## src/hw/rtl/jsu_pkg.sv

```systemverilog
// ----------------------------------------------------------------------------
// jsu_pkg
// Shared types and codes for the JSON string unescaper: the input item and
// result layouts, result kinds, error numbers, parser phases and the command
// format that passes from the parser front end to the UTF-8 back end.
// ----------------------------------------------------------------------------
package jsu_pkg;

	// One source byte, or the end-of-input marker.
	typedef struct packed {
		logic [7:0] in_byte;
		logic       input_end;
	} in_item_t;

	// One result: data byte, string close or error.
	typedef struct packed {
		logic [1:0] kind;
		logic [7:0] out_byte;
		logic [3:0] error_code;
		logic       last;
	} result_t;

	// Result kinds.
	localparam logic [1:0] KIND_DATA  = 2'd0;
	localparam logic [1:0] KIND_END   = 2'd1;
	localparam logic [1:0] KIND_ERROR = 2'd2;

	// Error numbers.
	localparam logic [3:0] ERR_NONE         = 4'd0;
	localparam logic [3:0] ERR_NO_QUOTE     = 4'd1;
	localparam logic [3:0] ERR_CONTROL      = 4'd2;
	localparam logic [3:0] ERR_BAD_ESCAPE   = 4'd3;
	localparam logic [3:0] ERR_BAD_HEX      = 4'd4;
	localparam logic [3:0] ERR_MISSING_PAIR = 4'd5;
	localparam logic [3:0] ERR_BAD_LOW      = 4'd6;
	localparam logic [3:0] ERR_LONE_LOW     = 4'd7;
	localparam logic [3:0] ERR_END_ESCAPE   = 4'd8;
	localparam logic [3:0] ERR_UNTERMINATED = 4'd9;

	// Parser phases.
	typedef enum logic [2:0] {
		PH_WAIT    = 3'd0,
		PH_BODY    = 3'd1,
		PH_ESC     = 3'd2,
		PH_HEX1    = 3'd3,
		PH_PAIR_BS = 3'd4,
		PH_PAIR_U  = 3'd5,
		PH_HEX2    = 3'd6
	} phase_t;

	// Command operations handed from the front end to the back end.
	typedef enum logic [1:0] {
		OP_BYTE       = 2'd0,
		OP_CODE_POINT = 2'd1,
		OP_END        = 2'd2,
		OP_ERROR      = 2'd3
	} cmd_op_t;

	// One command: all results caused by one input item.
	typedef struct packed {
		cmd_op_t     op;
		logic [20:0] value;
		logic [3:0]  err;
	} cmd_t;

endpackage

```

## src/hw/rtl/json_string_unescape_utf8_core.sv

```systemverilog
// ----------------------------------------------------------------------------
// json_string_unescape_utf8_core
// Streaming JSON string unescaper producing UTF-8 bytes, close markers and
// numbered errors.
//
//   channel   handshake        payload     direction
//   input     push / full      item        into the block
//   result    pop / empty      result      out of the block
//
// One source byte is taken per cycle while the command queue has room.
// A code point leaves as one to four result requests set by the UTF-8 expander,
// one per cycle while results are popped; a byte request passes the queue and
// the output stage. Reset returns the parser to waiting for an opening quote
// and empties the queue and output stage. A stalled result side fills the queue
// (QUEUE_DEPTH commands plus one result), then full holds the input side.
// ----------------------------------------------------------------------------
module json_string_unescape_utf8_core import jsu_pkg::*; #(
	parameter int QUEUE_DEPTH = 4
) (
	input  logic     clk,
	input  logic     arst_n,
	input  logic     push,
	output logic     full,
	input  in_item_t item,
	output logic     empty,
	input  logic     pop,
	output result_t  result
);

	logic accept;
	logic cmd_valid;
	cmd_t cmd;
	logic head_valid;
	cmd_t head;
	logic head_pop;

	assign accept = push && !full;

	// Byte classification and escape tracking.
	jsu_front u_front (
		.clk       (clk),
		.arst_n    (arst_n),
		.accept    (accept),
		.item      (item),
		.cmd_valid (cmd_valid),
		.cmd       (cmd)
	);

	// Command queue between the two halves.
	jsu_queue #(
		.DEPTH (QUEUE_DEPTH)
	) u_queue (
		.clk        (clk),
		.arst_n     (arst_n),
		.push       (cmd_valid),
		.push_data  (cmd),
		.full       (full),
		.head_valid (head_valid),
		.head       (head),
		.pop        (head_pop)
	);

	// UTF-8 expansion and output stage.
	jsu_back u_back (
		.clk        (clk),
		.arst_n     (arst_n),
		.head_valid (head_valid),
		.head       (head),
		.head_pop   (head_pop),
		.result     (result),
		.empty      (empty),
		.pop        (pop)
	);

endmodule

```

## src/hw/rtl/jsu_front.sv

```systemverilog
// ----------------------------------------------------------------------------
// jsu_front
// Parser front end. Classifies each accepted byte against the current phase,
// tracks escape and surrogate state, and issues at most one command per byte.
// ----------------------------------------------------------------------------
module jsu_front import jsu_pkg::*; (
	input  logic     clk,
	input  logic     arst_n,
	input  logic     accept,
	input  in_item_t item,
	output logic     cmd_valid,
	output cmd_t     cmd
);

	localparam logic [7:0] CH_QUOTE  = 8'h22;
	localparam logic [7:0] CH_BSLASH = 8'h5C;
	localparam logic [7:0] CH_SLASH  = 8'h2F;
	localparam logic [7:0] CH_SPACE  = 8'h20;
	localparam logic [7:0] CH_LOW_B  = 8'h62;
	localparam logic [7:0] CH_LOW_F  = 8'h66;
	localparam logic [7:0] CH_LOW_N  = 8'h6E;
	localparam logic [7:0] CH_LOW_R  = 8'h72;
	localparam logic [7:0] CH_LOW_T  = 8'h74;
	localparam logic [7:0] CH_LOW_U  = 8'h75;
	localparam logic [2:0] HEX_LAST  = 3'd3;

	phase_t      phase_q, phase_d;
	logic [1:0]  hex_count_q, hex_count_d;
	logic [11:0] hex_accum_q, hex_accum_d;
	logic [9:0]  high_part_q, high_part_d;

	logic [7:0]  b;
	logic        hex_ok;
	logic [3:0]  hex_val;
	logic [15:0] v;
	logic [20:0] cp_pair;
	logic        emit;
	logic        fail;
	logic [3:0]  fail_code;
	cmd_t        cmd_c;

	assign b = item.in_byte;

	// Hex digit decode.
	always_comb begin
		hex_ok  = 1'b1;
		hex_val = 4'd0;
		if (b >= 8'h30 && b <= 8'h39) begin
			hex_val = 4'(b - 8'h30);
		end else if (b >= 8'h61 && b <= 8'h66) begin
			hex_val = 4'(b - 8'h57);
		end else if (b >= 8'h41 && b <= 8'h46) begin
			hex_val = 4'(b - 8'h37);
		end else begin
			hex_ok = 1'b0;
		end
	end

	assign v       = {hex_accum_q, hex_val};
	assign cp_pair = 21'h10000 + {1'b0, high_part_q, v[9:0]};

	// Phase transitions and command selection.
	always_comb begin
		phase_d     = phase_q;
		hex_count_d = hex_count_q;
		hex_accum_d = hex_accum_q;
		high_part_d = high_part_q;
		emit        = 1'b0;
		fail        = 1'b0;
		fail_code   = ERR_NONE;
		cmd_c       = '{op: OP_BYTE, value: '0, err: ERR_NONE};
		unique case (phase_q) inside
			PH_BODY: begin
				if (item.input_end) begin
					fail = 1'b1; fail_code = ERR_UNTERMINATED;
				end else if (b == CH_QUOTE) begin
					phase_d = PH_WAIT;
					emit = 1'b1; cmd_c.op = OP_END;
				end else if (b < CH_SPACE) begin
					fail = 1'b1; fail_code = ERR_CONTROL;
				end else if (b == CH_BSLASH) begin
					phase_d = PH_ESC;
				end else begin
					emit = 1'b1; cmd_c.value = {13'd0, b};
				end
			end
			PH_ESC: begin
				if (item.input_end) begin
					fail = 1'b1; fail_code = ERR_END_ESCAPE;
				end else begin
					phase_d = PH_BODY;
					unique case (b) inside
						CH_QUOTE, CH_BSLASH, CH_SLASH: begin
							emit = 1'b1; cmd_c.value = {13'd0, b};
						end
						CH_LOW_B: begin emit = 1'b1; cmd_c.value = 21'h08; end
						CH_LOW_F: begin emit = 1'b1; cmd_c.value = 21'h0C; end
						CH_LOW_N: begin emit = 1'b1; cmd_c.value = 21'h0A; end
						CH_LOW_R: begin emit = 1'b1; cmd_c.value = 21'h0D; end
						CH_LOW_T: begin emit = 1'b1; cmd_c.value = 21'h09; end
						CH_LOW_U: begin
							phase_d     = PH_HEX1;
							hex_count_d = 2'd0;
							hex_accum_d = 12'd0;
						end
						default: begin
							fail = 1'b1; fail_code = ERR_BAD_ESCAPE;
						end
					endcase
				end
			end
			PH_HEX1, PH_HEX2: begin
				if (item.input_end) begin
					fail = 1'b1; fail_code = ERR_END_ESCAPE;
				end else if (!hex_ok) begin
					fail = 1'b1; fail_code = ERR_BAD_HEX;
				end else if ({1'b0, hex_count_q} != HEX_LAST) begin
					hex_accum_d = v[11:0];
					hex_count_d = hex_count_q + 2'd1;
				end else begin
					hex_count_d = 2'd0;
					hex_accum_d = 12'd0;
					if (phase_q == PH_HEX1) begin
						if (v[15:10] == 6'b110110) begin
							high_part_d = v[9:0];
							phase_d     = PH_PAIR_BS;
						end else if (v[15:10] == 6'b110111) begin
							fail = 1'b1; fail_code = ERR_LONE_LOW;
						end else begin
							phase_d = PH_BODY;
							emit = 1'b1; cmd_c.op = OP_CODE_POINT;
							cmd_c.value = {5'd0, v};
						end
					end else if (v[15:10] != 6'b110111) begin
						fail = 1'b1; fail_code = ERR_BAD_LOW;
					end else begin
						high_part_d = 10'd0;
						phase_d     = PH_BODY;
						emit = 1'b1; cmd_c.op = OP_CODE_POINT;
						cmd_c.value = cp_pair;
					end
				end
			end
			PH_PAIR_BS: begin
				if (item.input_end) begin
					fail = 1'b1; fail_code = ERR_END_ESCAPE;
				end else if (b != CH_BSLASH) begin
					fail = 1'b1; fail_code = ERR_MISSING_PAIR;
				end else begin
					phase_d = PH_PAIR_U;
				end
			end
			PH_PAIR_U: begin
				if (item.input_end) begin
					fail = 1'b1; fail_code = ERR_END_ESCAPE;
				end else if (b != CH_LOW_U) begin
					fail = 1'b1; fail_code = ERR_MISSING_PAIR;
				end else begin
					phase_d     = PH_HEX2;
					hex_count_d = 2'd0;
					hex_accum_d = 12'd0;
				end
			end
			default: begin
				// Waiting: skip whitespace, then require the opening quote.
				phase_d = PH_WAIT;
				if (item.input_end) begin
					fail = 1'b1; fail_code = ERR_NO_QUOTE;
				end else if (b == CH_SPACE || (b >= 8'h09 && b <= 8'h0D)) begin
					phase_d = PH_WAIT;
				end else if (b != CH_QUOTE) begin
					fail = 1'b1; fail_code = ERR_NO_QUOTE;
				end else begin
					phase_d = PH_BODY;
				end
			end
		endcase
		// Any fault resets the parser and reports one error.
		if (fail) begin
			phase_d     = PH_WAIT;
			hex_count_d = 2'd0;
			hex_accum_d = 12'd0;
			high_part_d = 10'd0;
			emit        = 1'b1;
			cmd_c       = '{op: OP_ERROR, value: '0, err: fail_code};
		end
	end

	assign cmd_valid = accept && emit;
	assign cmd       = cmd_c;

	// Parser state registers.
	always_ff @(posedge clk or negedge arst_n) begin
		if (!arst_n) begin
			phase_q     <= PH_WAIT;
			hex_count_q <= 2'd0;
			hex_accum_q <= 12'd0;
			high_part_q <= 10'd0;
		end else if (accept) begin
			phase_q     <= phase_d;
			hex_count_q <= hex_count_d;
			hex_accum_q <= hex_accum_d;
			high_part_q <= high_part_d;
		end
	end

	// An error always returns the parser to waiting for a new string.
	a_err_to_wait: assert property (@(posedge clk) disable iff (!arst_n)
		cmd_valid && cmd.op == OP_ERROR |=> phase_q == PH_WAIT)
		else $error("parser not waiting after an error");

	// Hex digits are only counted inside a unicode escape.
	a_hex_phase: assert property (@(posedge clk) disable iff (!arst_n)
		hex_count_q != 2'd0 |-> (phase_q == PH_HEX1 || phase_q == PH_HEX2))
		else $error("hex digit count outside a unicode escape");

endmodule

```

## src/hw/rtl/jsu_queue.sv

```systemverilog
// ----------------------------------------------------------------------------
// jsu_queue
// Small command queue between the parser and the UTF-8 back end, so that a
// multi-byte code point drains while the parser keeps taking bytes.
// ----------------------------------------------------------------------------
module jsu_queue import jsu_pkg::*; #(
	parameter int DEPTH = 4
) (
	input  logic clk,
	input  logic arst_n,
	input  logic push,
	input  cmd_t push_data,
	output logic full,
	output logic head_valid,
	output cmd_t head,
	input  logic pop
);

	localparam int PTR_W = $clog2(DEPTH);
	localparam int CNT_W = $clog2(DEPTH + 1);

	cmd_t             mem_q [DEPTH];
	logic [PTR_W-1:0] wr_ptr_q, rd_ptr_q;
	logic [CNT_W-1:0] count_q;

	assign full       = (count_q == CNT_W'(DEPTH));
	assign head_valid = (count_q != '0);
	assign head       = mem_q[rd_ptr_q];

	// Storage write.
	always_ff @(posedge clk) begin
		if (push) begin
			mem_q[wr_ptr_q] <= push_data;
		end
	end

	// Pointers and fill count.
	always_ff @(posedge clk or negedge arst_n) begin
		if (!arst_n) begin
			wr_ptr_q <= '0;
			rd_ptr_q <= '0;
			count_q  <= '0;
		end else begin
			if (push) begin
				wr_ptr_q <= (wr_ptr_q == PTR_W'(DEPTH - 1)) ? '0 : wr_ptr_q + 1'b1;
			end
			if (pop) begin
				rd_ptr_q <= (rd_ptr_q == PTR_W'(DEPTH - 1)) ? '0 : rd_ptr_q + 1'b1;
			end
			if (push && !pop) begin
				count_q <= count_q + 1'b1;
			end else if (pop && !push) begin
				count_q <= count_q - 1'b1;
			end
		end
	end

endmodule

```

## src/hw/rtl/jsu_back.sv

```systemverilog
// ----------------------------------------------------------------------------
// jsu_back
// UTF-8 back end. Expands the command at the queue head into one to four
// result requests for a registered output stage, one per cycle unless it stalls.
// ----------------------------------------------------------------------------
module jsu_back import jsu_pkg::*; (
	input  logic    clk,
	input  logic    arst_n,
	input  logic    head_valid,
	input  cmd_t    head,
	output logic    head_pop,
	output result_t result,
	output logic    empty,
	input  logic    pop
);

	logic [1:0]  idx_q;
	logic [1:0]  len_m1;
	logic        load;
	logic        out_valid_q;
	result_t     result_q;
	result_t     next_res;
	logic [20:0] cp;

	assign cp = head.value;

	// Number of bytes in this command, minus one.
	always_comb begin
		len_m1 = 2'd0;
		if (head.op == OP_CODE_POINT) begin
			if (cp <= 21'h7F) begin
				len_m1 = 2'd0;
			end else if (cp <= 21'h7FF) begin
				len_m1 = 2'd1;
			end else if (cp <= 21'hFFFF) begin
				len_m1 = 2'd2;
			end else begin
				len_m1 = 2'd3;
			end
		end
	end

	// Select the result for the current byte position.
	always_comb begin
		next_res = '{kind: KIND_DATA, out_byte: 8'd0, error_code: ERR_NONE,
			last: (idx_q == len_m1)};
		unique case (head.op)
			OP_BYTE: next_res.out_byte = cp[7:0];
			OP_END: next_res.kind = KIND_END;
			OP_ERROR: begin
				next_res.kind       = KIND_ERROR;
				next_res.error_code = head.err;
			end
			OP_CODE_POINT: begin
				unique case (len_m1)
					2'd0: next_res.out_byte = cp[7:0];
					2'd1: next_res.out_byte = (idx_q == 2'd0) ?
						{3'b110, cp[10:6]} : {2'b10, cp[5:0]};
					2'd2: begin
						case (idx_q)
							2'd0:    next_res.out_byte = {4'b1110, cp[15:12]};
							2'd1:    next_res.out_byte = {2'b10, cp[11:6]};
							default: next_res.out_byte = {2'b10, cp[5:0]};
						endcase
					end
					default: begin
						case (idx_q)
							2'd0:    next_res.out_byte = {5'b11110, cp[20:18]};
							2'd1:    next_res.out_byte = {2'b10, cp[17:12]};
							2'd2:    next_res.out_byte = {2'b10, cp[11:6]};
							default: next_res.out_byte = {2'b10, cp[5:0]};
						endcase
					end
				endcase
			end
			default: next_res.kind = KIND_DATA;
		endcase
	end

	assign load     = head_valid && (!out_valid_q || pop);
	assign head_pop = load && (idx_q == len_m1);
	assign empty    = !out_valid_q;
	assign result   = result_q;

	// Byte position within the head command.
	always_ff @(posedge clk or negedge arst_n) begin
		if (!arst_n) begin
			idx_q <= 2'd0;
		end else if (load) begin
			idx_q <= head_pop ? 2'd0 : idx_q + 2'd1;
		end
	end

	// Output stage valid flag.
	always_ff @(posedge clk or negedge arst_n) begin
		if (!arst_n) begin
			out_valid_q <= 1'b0;
		end else if (load) begin
			out_valid_q <= 1'b1;
		end else if (pop) begin
			out_valid_q <= 1'b0;
		end
	end

	// Output stage payload.
	always_ff @(posedge clk) begin
		if (load) begin
			result_q <= next_res;
		end
	end

	// A code point in progress keeps its command at the queue head.
	a_idx_head: assert property (@(posedge clk) disable iff (!arst_n)
		idx_q != 2'd0 |-> head_valid)
		else $error("byte position set without a queued command");

	// Close and error results are single and therefore final.
	a_single_last: assert property (@(posedge clk) disable iff (!arst_n)
		out_valid_q && result_q.kind != KIND_DATA |-> result_q.last)
		else $error("close or error result not marked last");

	// An error result always carries a number.
	a_err_code: assert property (@(posedge clk) disable iff (!arst_n)
		out_valid_q && result_q.kind == KIND_ERROR |-> result_q.error_code != ERR_NONE)
		else $error("error result without an error number");

endmodule

```

## config.mk

```make
export PLATFORM = sky130hd
export DESIGN_NAME = json_string_unescape_utf8_core
export DESIGN_NICKNAME = d
export VERILOG_FILES = /design/src/hw/rtl/jsu_pkg.sv /design/src/hw/rtl/json_string_unescape_utf8_core.sv /design/src/hw/rtl/jsu_front.sv /design/src/hw/rtl/jsu_queue.sv /design/src/hw/rtl/jsu_back.sv
export SDC_FILE = /design/constraint.sdc
export NUM_CORES = 1
export LEC_CHECK = 0
export BUFFER_PORTS_ARGS = -buffer_cell sky130_fd_sc_hd__buf_2
export CAP_MARGIN = 0
export CORE_AREA = 2 2 116 118
export DETAILED_ROUTE_END_ITERATION = 10
export DIE_AREA = 0 0 118 120
export HOLD_SLACK_MARGIN = 0.05
export PLACE_DENSITY_LB_ADDON = 0.2
export SKIP_CTS_REPAIR_TIMING = 1
export SLEW_MARGIN = 20
export SYNTH_ARGS = -nofsm -noshare
export SYNTH_HDL_FRONTEND = slang
export SYNTH_SLANG_ARGS = --single-unit
```

## constraint.sdc

```tcl
create_clock -name clk -period 4.7 [get_ports clk]
set_clock_uncertainty 0.05 [all_clocks]
set_input_delay 0.235 -clock clk [delete_from_list [all_inputs] [get_ports clk]]
set_output_delay 0.235 -clock clk [all_outputs]
set_load 0.05 [all_outputs]
```

; Word-level counts from Yosys, hierarchy flattened
; Memory sizes are Yosys's and may differ from the RTL's.
; Cells that the tools add are included.
[classes]
add_sub_neg = 10
n_lt_le_gt_ge = 12
n_eq_ne = 52
n_mux = 145
n_reduce_logical = 32
[ops]
columns = cell, count
row1 = 23-bit two-way mux, 6
row2 = 12-bit two-way mux, 8
row3 = 10-bit two-way mux, 8
row4 = 3-bit two-way mux, 25
row5 = 21-bit one-hot mux with 3 select lines, 1
row6 = "8-bit by 7-bit equality test with 1-bit output, second input constant", 7
row7 = 4-bit two-way mux, 14
row8 = 8-bit one-hot mux with 6 select lines, 1
row9 = 22-bit two-way mux, 2
row10 = 1-bit two-way mux, 43
row11 = 21-bit two-way mux, 2
row12 = 2-bit two-way mux, 19
row13 = 12-bit one-hot mux with 3 select lines, 1
row14 = "3-bit by 2-bit inequality test with 1-bit output, second input constant", 10
row15 = 27-bit two-way mux, 1
row16 = "8-bit by 6-bit equality test with 1-bit output, second input constant", 3
row17 = 8-bit one-hot mux with 3 select lines, 1
row18 = "17-bit by 20-bit adder with 21-bit output, first input constant", 1
row19 = "21-bit by 11-bit <= comparator with 1-bit output, second input constant", 1
row20 = "21-bit by 16-bit <= comparator with 1-bit output, second input constant", 1
row21 = "21-bit by 7-bit <= comparator with 1-bit output, second input constant", 1
row22 = 7-bit one-hot mux with 3 select lines, 1
row23 = 4-bit one-hot mux with 5 select lines, 1
row24 = "8-bit by 7-bit >= comparator with 1-bit output, second input constant", 2
row25 = other kinds (50), 91
[totals]
ff_bits = 52
ramBits = 108
input_bits = 13
out_inout_bits = 17
n_memories = 1
[mem_list]
columns = memory, depth, width, rd, rd_ports_with_merged_regs, wr, line
row1 = u_queue.mem_q, 4, 27, 1, 0, 1, jsu_queue.sv:22  ; cmd_t mem_q [DEPTH];

; Longest topological paths before layout
; Gate-level depths: netlist (run 1).
[logic_depth]
depth_word = 14
mapped_depth = 16
ltp_nobuf = 14

; Modules after synthesis
; From an unflattened synthesis (run 1), not the netlist that was laid out.
[unflattened]
cells_unflattened = 593
hier_area_um2 = 8042.7
[modules_own_cells]
columns = module, instances, cells_per_inst, area_each_um2
row1 = jsu_queue, 1, 178, 4320.4
row2 = jsu_front, 1, 271, 2313.5
row3 = jsu_back, 1, 143, 1395.1
row4 = json_string_unescape_utf8_core, 1, 1, 13.8

; Worst setup path after synthesis (run 1)
; Ideal clock, no wire load.
[synth_path]
path_type = reg2reg
from = register u_queue.rd_ptr_q[0]
to = register u_queue.count_q[1]
setup_time_ps = 125
t_arrival_ps = 3390
t_required_ps = 4525
slack_ps = 1135
stages_incl_launch_ff = 12
path_buffers = 1
synth_period_minus_slack_ps = 3565
cell_sequence = dfrtp_1 -> buf_6 -> mux4_2 -> or3_1 -> and4bb_1 -> or4b_1 -> a31oi_2 -> o21ai_2 -> ha_1 -> inv_1 -> fa_1 -> mux2_2
[synth_via]
elab_chain_cells = 11
[synth_lines]
columns = element, line
row1 = start: declaration, jsu_queue.sv:23  ; logic [PTR_W-1:0] wr_ptr_q, rd_ptr_q;
row2 = start signal: assignment, jsu_queue.sv:48  ; rd_ptr_q <= (rd_ptr_q == PTR_W'(DEPTH - 1)) ? '0 : rd_ptr_q + 1'b1;
row3 = memory 4 x 27 bit *, -
row4 = 21-bit by 16-bit <= comparator with 1-bit output, jsu_back.sv:35  ; end else if (cp <= 21'hFFFF) begin
row5 = 1-bit two-way mux, jsu_back.sv:35
row6 = 2-bit two-way mux, jsu_back.sv:33  ; end else if (cp <= 21'h7FF) begin
row7 = 2-bit two-way mux, jsu_back.sv:31  ; if (cp <= 21'h7F) begin
row8 = 2-bit two-way mux *, jsu_back.sv:30  ; if (head.op == OP_CODE_POINT) begin
row9 = 2-bit equality test *, jsu_back.sv:81  ; assign head_pop = load && (idx_q == len_m1);
row10 = 1-bit logical AND *, jsu_back.sv:81
row11 = 1-bit logical NOT, jsu_queue.sv:50  ; if (push && !pop) begin
row12 = 1-bit logical AND, jsu_queue.sv:50
row13 = 3-bit two-way mux / 2-bit nonzero test (equally long branches), -
row14 = end signal: assignment, jsu_queue.sv:51  ; count_q <= count_q + 1'b1;
row15 = end signal: assignment, jsu_queue.sv:53  ; count_q <= count_q - 1'b1;
row16 = end: declaration, jsu_queue.sv:24  ; logic [CNT_W-1:0] count_q;
; Every way passes the cells marked *; elsewhere a longest branch is shown, timed or not.
; A chain may end at the register's enable or synchronous reset.

==> impl_metrics.yaml, run 1 <==
clocking:
  insertion_delay_ns: 0.42
  worst_setup_hold_path_clk_slew_ns: 0.07
  cts_num_sinks: 160
  clk_root_buffer_cell: "sky130_fd_sc_hd__clkbuf_16"
  cts.path.max_buffers: 2
  cts-buffers-inserted: 17
  ctsHtreeMaxLevel: 4
  cts_tree: "done"
timing:
  fin_crit_sh: 0.896
  tightest_slew_ns: 0.973
  grt_setup_unrepaired: "false"
  timing_max_transition_violations_final: 0
  achievable-frequency_mhz: 238
  tns_ns: 0
  maxSlewHeadroom: 0.345
  final-hold-violation-count: 0
  setup_viol_count_final: 0
  post-route-min-period_ns: 4.21
yosys:
  yosysTopAreaCellShare: 0.467
  synthDistinctLibCells: 72
  cell_area_after_synthesis_um2: 7910
  synth_seq_area_share: 0.584
  syn_area_per_cell_um2: 13.4
  number_of_enable_type_register_cells_in_the_synthesized_netlist: 123
  synth_area_leaders: "sky130_fd_sc_hd__edfxtp_1 (47%), sky130_fd_sc_hd__dfrtp_1 (12%), sky130_fd_sc_hd__mux4_2 (5.7%), sky130_fd_sc_hd__a22o_1 (3.5%), sky130_fd_sc_hd__ha_1 (3.5%)"
  synth-seq-cells: 160
  syn-num-nets: 627
  syn_inst: 591
  post-synth-top-area-cell: "sky130_fd_sc_hd__edfxtp_1"
  ys_async_sr_fraction: 0.231
  synth.yosys.warnings: 0
  ys.flop_type: "sky130_fd_sc_hd__edfxtp_1"
worst_setup_path:
  worstSetupEndpointType: "flop"
  regToRegSetupSlack_ns: 0.49
  rr_startpoint: "u_queue.rd_ptr_q[0]$_DFFE_PN0P_"
  timing.critical_path.buf_inv: 3
  cp.arrival_ns: 4.44
  reg2reg_to: "u_back.result[6]$_DFFE_PP_"
  crit_required_ns: 4.93
  setup.worst_path.start_class: "flop"
  kind_of_critical_path: "reg -> reg"
  largest_delay_share_family_worst_path: "compound AO/OA/AOI/OAI gates"
  timing.reg2reg.worst_path_depth: 13
  timing.critical_path.fanout_max: 14
  cp.depth: 13
  critical_path.most_common_cell: "sky130_fd_sc_hd__buf_4"
  critical_path.slowest_cell: "sky130_fd_sc_hd__mux4_2"
  cp-endpoint: "u_back.result[6]$_DFFE_PP_"
  crit_path_cell_trace: "buf_4 -> buf_4 -> mux4_2 -> nand2b_1 -> or2_2 -> inv_1 -> ha_1 -> a21oi_1 -> o21bai_1 -> a32oi_1 -> a31oi_1 -> a21o_1 -> a22o_1"
  crit_path_max_incr_delay_ns: 0.65
  worst_setup_path_startpoint: "u_queue.rd_ptr_q[0]$_DFFE_PN0P_"
status:
  status: "finished clean"
global_routing:
  global_route.overflow_total: 0
  groute.usage.overall: 0.264
  grt_start_max_net_pins: 38
  antenna_violations_before_repair: 0
  number_of_global_route_vias_before_repair: 5225
  grt_pass1_wl_um: 28400
floorplanning:
  std_cell_rows: 42
  die_area_um2: 14200
  start_util: 0.610
  ioPinCount: 30
  die_width_um: 118
  fp.dieH_um: 120
  coreArea_um2: 13000
power_and_ir_drop:
  power_density_nw_per_um2: 589
  clockPowerShare: 0.291
  cell_internal_pwr_w: 0.00348
  p_sw_w: 0.00178
  p_leak_nw: 3.41
  seq_power_share: 0.370
  combPwrFrac: 0.340
  irDropWorstVdd_mv: 0.287
  power_switching_share: 0.338
placement:
  place.detailed.hpwl_um: 11900
  post_dp_cell_area_um2: 8240
  port_buffers: 29
  routabilityCongestion: 0.945
drt:
  route.detailed.drc: 0
  vias: 5303
  route.detailed.vias_per_inst: 6.53
  drt_iter0_markers: 530
  drt_wl_total_um: 17700
  wl_per_cell_um: 21.8
  drtPass1Iterations: 6
  postRouteAntennaNets: 0
worst_hold_path:
  type_of_the_tightest_min_delay_check: "in -> reg"
cells_and_area:
  finalInstanceArea_um2: 8930
  post_route_cells_drive_above_1_share: 0.167
  diodes_inserted: 0
  nNetsFinal: 659
  fillCellCount: 923
  area_growth_syn_to_layout_pct: 12.8
flow_run:
  max_cap_violations: 0
[synth_stat cells (all sizes together) (6+ instances only)]
cell type,n
a21oi,14
nor2b,10
nand2b,8
o211ai,6
nand3,14
a22o,32
nor3,13
a21o,15
a22oi,9
o21ai,29
dfrtp,37
edfxtp,123
ha,22
nand2,32
and3,7
mux2,6
and2,10
mux4,27
clkbuf,22
a31oi,8
inv,25
nor2,34
buf,7
[worst register-to-register path, stage by stage, from the launching register on]
cell,delay [ns]
sky130_fd_sc_hd__dfrtp_1,0.48
sky130_fd_sc_hd__buf_4,0.31
sky130_fd_sc_hd__buf_4,0.33
sky130_fd_sc_hd__mux4_2,0.65
sky130_fd_sc_hd__nand2b_1,0.32
sky130_fd_sc_hd__or2_2,0.39
sky130_fd_sc_hd__inv_1,0.09
sky130_fd_sc_hd__ha_1,0.31
sky130_fd_sc_hd__a21oi_1,0.11
sky130_fd_sc_hd__o21bai_1,0.39
sky130_fd_sc_hd__a32oi_1,0.12
sky130_fd_sc_hd__a31oi_1,0.25
sky130_fd_sc_hd__a21o_1,0.14
sky130_fd_sc_hd__a22o_1,0.12
[stage by stage]
stage	utilization	hold slack, ns	std cells	setup slack, ns	total power (W)
after global routing	0.688	0.274	812	0.169	0.00550
after floorplan	-	-0.111	591	1.14	0.00329
after CTS	0.686	-0.110	810	0.529	0.00527
final	0.688	0.257	812	0.490	0.00526
after global placement	0.635	0.331	778	0.696	0.00368
after detailed placement	0.635	0.343	778	0.601	0.00371
[metal layers]
layer	GRT usage	vias to the layer above	part of all wire
met5	0	-	0
met1	0.351	2649	0.42
met4	0.0956	0	0.023
met2	0.433	233	0.50
met3	0.0566	35	0.060
li1	-	2386	-
[power groups by stage]
| stage | clock [W] | sequential (W) | combinational, W |
|---|---|---|---|
| 2_1_floorplan | 0 | 0.00217 | 0.00112 |
| 3_3_place_gp | 0 | 0.00195 | 0.00173 |
| 3_5_place_dp | 0 | 0.00197 | 0.00174 |
| 4_1_cts | 0.00155 | 0.00195 | 0.00177 |
| 5_1_grt | 0.00161 | 0.00197 | 0.00193 |
| 6_report | 0.00153 | 0.00195 | 0.00179 |
[kinds of logic (layout without fill, tap and decap cells)]
group           count (synthesis)  in the layout  share of synthesized area
fa+ha+maj                      23             23                     0.0373
mux                            35             35                     0.0912
compound gates                150            150                      0.143
xor+xnor                        8              8                    0.00886
flops                         160            160                      0.584
buf+inv                        54             99                     0.0270
simple gates                  161            161                      0.109
[flip-flops by register name (all words and copies together) (netlist names)]
signal	flops
u_queue.mem_q	108
u_front.high_part_q	10
u_front.phase_q	3
u_front.hex_count_q	2
u_queue.wr_ptr_q	2
u_back.result	15
u_queue.count_q	3
u_back.out_valid_q	1
u_back.idx_q	2
u_queue.rd_ptr_q	2
u_front.hex_accum_q	12
[how the worst min path moves through the flow]
stage | from | to | slack, ns | cells past startpoint
global route | push | u_front.phase_q[1]$_DFFE_PN0P_ | 0.27 | 4
CTS | arst_n | u_front.hex_accum_q[4]$_DFFE_PN0P_ | -0.11 | 1
global placement | arst_n | u_front.hex_accum_q[4]$_DFFE_PN0P_ | 0.33 | 1
floorplan | arst_n | u_back.idx_q[0]$_DFFE_PN0P_ | -0.11 | 0
detailed placement | arst_n | u_front.hex_accum_q[8]$_DFFE_PN0P_ | 0.34 | 1
finish | push | u_front.phase_q[1]$_DFFE_PN0P_ | 0.26 | 4
[area by class of cell]
type | count | area [µm²] | share of cell area
flip-flops and latches | 160 | 4620 | 0.517
multi-input cells | 377 | 3080 | 0.345
well taps | 176 | 220 | 0.0247
inverters | 25 | 93.8 | 0.0105
clock inverters | 14 | 238 | 0.0266
repair buffers | 42 | 248 | 0.0277
clock buffers | 18 | 429 | 0.0481
[layout by cell type (no fill, tap or decap), types with 5 or more instances in the layout]
cell type	netlist	layout
sky130_fd_sc_hd__a21o_1	15	15
sky130_fd_sc_hd__a21oi_1	14	14
sky130_fd_sc_hd__a22o_1	32	32
sky130_fd_sc_hd__a22oi_1	9	9
sky130_fd_sc_hd__a31oi_1	7	7
sky130_fd_sc_hd__and2_1	10	10
sky130_fd_sc_hd__and3_1	7	7
sky130_fd_sc_hd__buf_2	3	29
sky130_fd_sc_hd__buf_4	0	11
sky130_fd_sc_hd__bufinv_16	0	6
sky130_fd_sc_hd__clkbuf_16	0	17
sky130_fd_sc_hd__dfrtp_1	37	37
sky130_fd_sc_hd__edfxtp_1	123	123
sky130_fd_sc_hd__ha_1	22	22
sky130_fd_sc_hd__inv_1	24	24
sky130_fd_sc_hd__mux4_1	7	7
sky130_fd_sc_hd__mux4_2	20	20
sky130_fd_sc_hd__nand2_1	32	32
sky130_fd_sc_hd__nand2b_1	8	8
sky130_fd_sc_hd__nand3_1	14	14
sky130_fd_sc_hd__nand4_1	5	5
sky130_fd_sc_hd__nor2_1	34	34
sky130_fd_sc_hd__nor2b_1	10	10
sky130_fd_sc_hd__nor3_1	13	13
sky130_fd_sc_hd__nor3b_1	5	5
sky130_fd_sc_hd__o211ai_1	6	6
sky130_fd_sc_hd__o21ai_0	26	26
sky130_fd_sc_hd__or3_1	5	5
sky130_fd_sc_hd__xnor2_1	5	5
Power figures use the tool's default switching activity.
==> run 2: changes to the inputs <==
--- a/config.mk
+++ b/config.mk
@@ -6,12 +6,14 @@
 export NUM_CORES = 1
 export LEC_CHECK = 0
 export BUFFER_PORTS_ARGS = -buffer_cell sky130_fd_sc_hd__buf_2
-export CAP_MARGIN = 0
+export CAP_MARGIN = 10
 export CORE_AREA = 2 2 116 118
+export CTS_CLUSTER_DIAMETER = 60
 export DETAILED_ROUTE_END_ITERATION = 10
 export DIE_AREA = 0 0 118 120
 export HOLD_SLACK_MARGIN = 0.05
 export PLACE_DENSITY_LB_ADDON = 0.2
+export RECOVER_POWER = 25
 export SKIP_CTS_REPAIR_TIMING = 1
 export SLEW_MARGIN = 20
 export SYNTH_ARGS = -nofsm -noshare
==> impl_metrics.yaml, run 2 (synthesis gave the netlist of run 1 again) <==
cells_and_area:
  flip_flop_count_of_the_largest_register_all_copies_and_words_added: 108
  mostFrequentLayoutCells: "sky130_fd_sc_hd__edfxtp_1 (123), sky130_fd_sc_hd__dfrtp_1 (37), sky130_fd_sc_hd__nor2_1 (34), sky130_fd_sc_hd__nand2_1 (32), sky130_fd_sc_hd__a22o_1 (32)"
  final_cells: 812
  final_common_cell: "sky130_fd_sc_hd__edfxtp_1"
  diodes_inserted: 0
  area_growth_syn_to_layout_pct: 12.5
  post_route_cells_drive_above_1_share: 0.137
  max_flop_register: "u_queue.mem_q"
  nNetsFinal: 659
  fin_util: 0.686
drt:
  drt_iter0_markers: 514
  route.detailed.drc: 0
  drtPass1Iterations: 5
  vias: 5310
  route.detailed.vias_per_inst: 6.54
  postRouteAntennaNets: 0
  wl_per_cell_um: 21.8
  drt_wl_total_um: 17700
timing:
  setup_viol_count_final: 0
  maxSlewHeadroom: -0.413
  achievable-frequency_mhz: 237
  tns_ns: 0
  final-hold-violation-count: 0
  grt_setup_unrepaired: "false"
  fin_crit_sh: 0.898
  timing_max_transition_violations_final: 38
  tightest_slew_ns: 2.12
  setup_slack_ns: 0.481
  post-route-min-period_ns: 4.22
placement:
  routabilityCongestion: 0.945
  port_buffers: 29
  detailedPlace.worstSlack_ns: 0.601
  dpl.cell_count: 778
  place.detailed.hpwl_um: 11900
worst_setup_path:
  cp.arrival_ns: 4.45
  regToRegSetupSlack_ns: 0.48
  reg2reg_to: "u_back.result[6]$_DFFE_PP_"
  rr_startpoint: "u_queue.rd_ptr_q[0]$_DFFE_PN0P_"
  crit_required_ns: 4.93
  critical_path.slowest_cell: "sky130_fd_sc_hd__mux4_2"
  worstSetupEndpointType: "flop"
  critical_path.most_common_cell: "sky130_fd_sc_hd__buf_4"
  timing.critical_path.fanout_max: 14
  crit_path_cell_trace: "buf_4 -> buf_4 -> mux4_2 -> nand2b_1 -> or2_2 -> inv_1 -> ha_1 -> a21oi_1 -> o21bai_1 -> a32oi_1 -> a31oi_1 -> a21o_1 -> a22o_1"
  crit_path_max_incr_delay_ns: 0.65
  kind_of_critical_path: "reg -> reg"
  timing.reg2reg.worst_path_depth: 13
  setup.worst_path.start_class: "flop"
floorplanning:
  ioPinCount: 30
  die_area_um2: 14200
  fp.dieH_um: 120
  coreArea_um2: 13000
  std_cell_rows: 42
  start_util: 0.610
  die_width_um: 118
worst_hold_path:
  hold_depth: 4
  min-delay-start: "push"
  hold-path-endpoint: "u_front.phase_q[1]$_DFFE_PN0P_"
  type_of_the_tightest_min_delay_check: "in -> reg"
power_and_ir_drop:
  seq_power_share: 0.372
  power_density_nw_per_um2: 589
  power_switching_share: 0.340
  combPwrFrac: 0.337
  irDropWorstVdd_mv: 0.287
  clockPowerShare: 0.292
  p_leak_nw: 3.34
  p_sw_w: 0.00178
  cell_internal_pwr_w: 0.00346
global_routing:
  grt_start_max_net_pins: 38
  global_route.overflow_total: 0
  grt_pass1_wl_um: 28400
  number_of_global_route_vias_before_repair: 5225
  groute.usage.overall: 0.264
  antenna_violations_before_repair: 0
clocking:
  cts_num_sinks: 160
  cts_tree: "done"
  worst_setup_hold_path_clk_slew_ns: 0.07
  insertion_delay_ns: 0.42
  cts-buffers-inserted: 17
  cts.path.max_buffers: 2
  clk_root_buffer_cell: "sky130_fd_sc_hd__clkbuf_16"
  ctsHtreeMaxLevel: 4
status:
  status: "complete, but fails checks"
  failed_checks: "capacitance limit, slew limit"
flow_run:
  max_cap_violations: 1
## run 2: cell types whose count changed in the layout (fill, tap and decap cells not counted)
cell,delta
sky130_fd_sc_hd__and2_1,-3
sky130_fd_sc_hd__buf_2,-18
sky130_fd_sc_hd__buf_4,-1
sky130_fd_sc_hd__and2_0,+3
sky130_fd_sc_hd__clkbuf_1,+19
## run 2: layer usage
metal,wire length (µm),share of wire,vias up,GRT usage
li1,-,-,2383,-
met1,7490,0.42,2663,0.351
met2,8760,0.49,230,0.433
met3,1070,0.060,34,0.0566
met4,399,0.023,0,0.0956
met5,0,0,-,0
## run 2: worst max-delay path, delay by kind of cell (launching register included)
kind,cells,cell delay [ns]
flip-flops,1,0.49
AND/OR/NAND/NOR,2,0.71
adder cells (fa/ha/maj),1,0.31
multiplexers,1,0.65
buffers and inverters,3,0.72
AO/OA/AOI/OAI,6,1.13
## run 2: how the worst max path moves through the flow
stage	slack, ns	cells past startpoint	from	end
finish	0.48	13	u_queue.rd_ptr_q[0]$_DFFE_PN0P_	u_back.result[6]$_DFFE_PP_
global route	0.17	13	u_queue.rd_ptr_q[0]$_DFFE_PN0P_	u_back.result[6]$_DFFE_PP_
global placement	0.70	12	u_queue.rd_ptr_q[0]$_DFFE_PN0P_	u_back.result[7]$_DFFE_PP_
floorplan	1.14	11	u_queue.rd_ptr_q[0]$_DFFE_PN0P_	u_queue.count_q[1]$_DFFE_PN0P_
CTS	0.53	13	u_queue.rd_ptr_q[0]$_DFFE_PN0P_	u_back.result[6]$_DFFE_PP_
detailed placement	0.60	13	u_queue.rd_ptr_q[0]$_DFFE_PN0P_	u_back.result[6]$_DFFE_PP_
## run 2: power groups by stage
stage          registers, W  clock network (W)  logic, W
2_1_floorplan       0.00217                  0   0.00112
3_3_place_gp        0.00195                  0   0.00173
3_5_place_dp        0.00197                  0   0.00174
4_1_cts             0.00195            0.00155   0.00177
5_1_grt             0.00197            0.00161   0.00191
6_report            0.00195            0.00153   0.00177
## run 2: cell type report
type	count	area, µm²
Clock buffer	18	429
Tap cell	176	220
Fill cell	938	4080
Sequential cell	160	4620
Multi-Input combinational cell	377	3080
Inverter	25	93.8
Clock inverter	14	238
Timing Repair Buffer	42	221
## run 2: per-stage QoR
stage | power [W] | instance area, µm² | hold slack, ns
6_report | 0.00525 | 8900 | 0.258
2_1_floorplan | 0.00329 | 7910 | -0.111
3_5_place_dp | 0.00371 | 8240 | 0.343
4_1_cts | 0.00527 | 8910 | -0.110
3_3_place_gp | 0.00368 | 8240 | 0.331
5_1_grt | 0.00549 | 8900 | 0.274
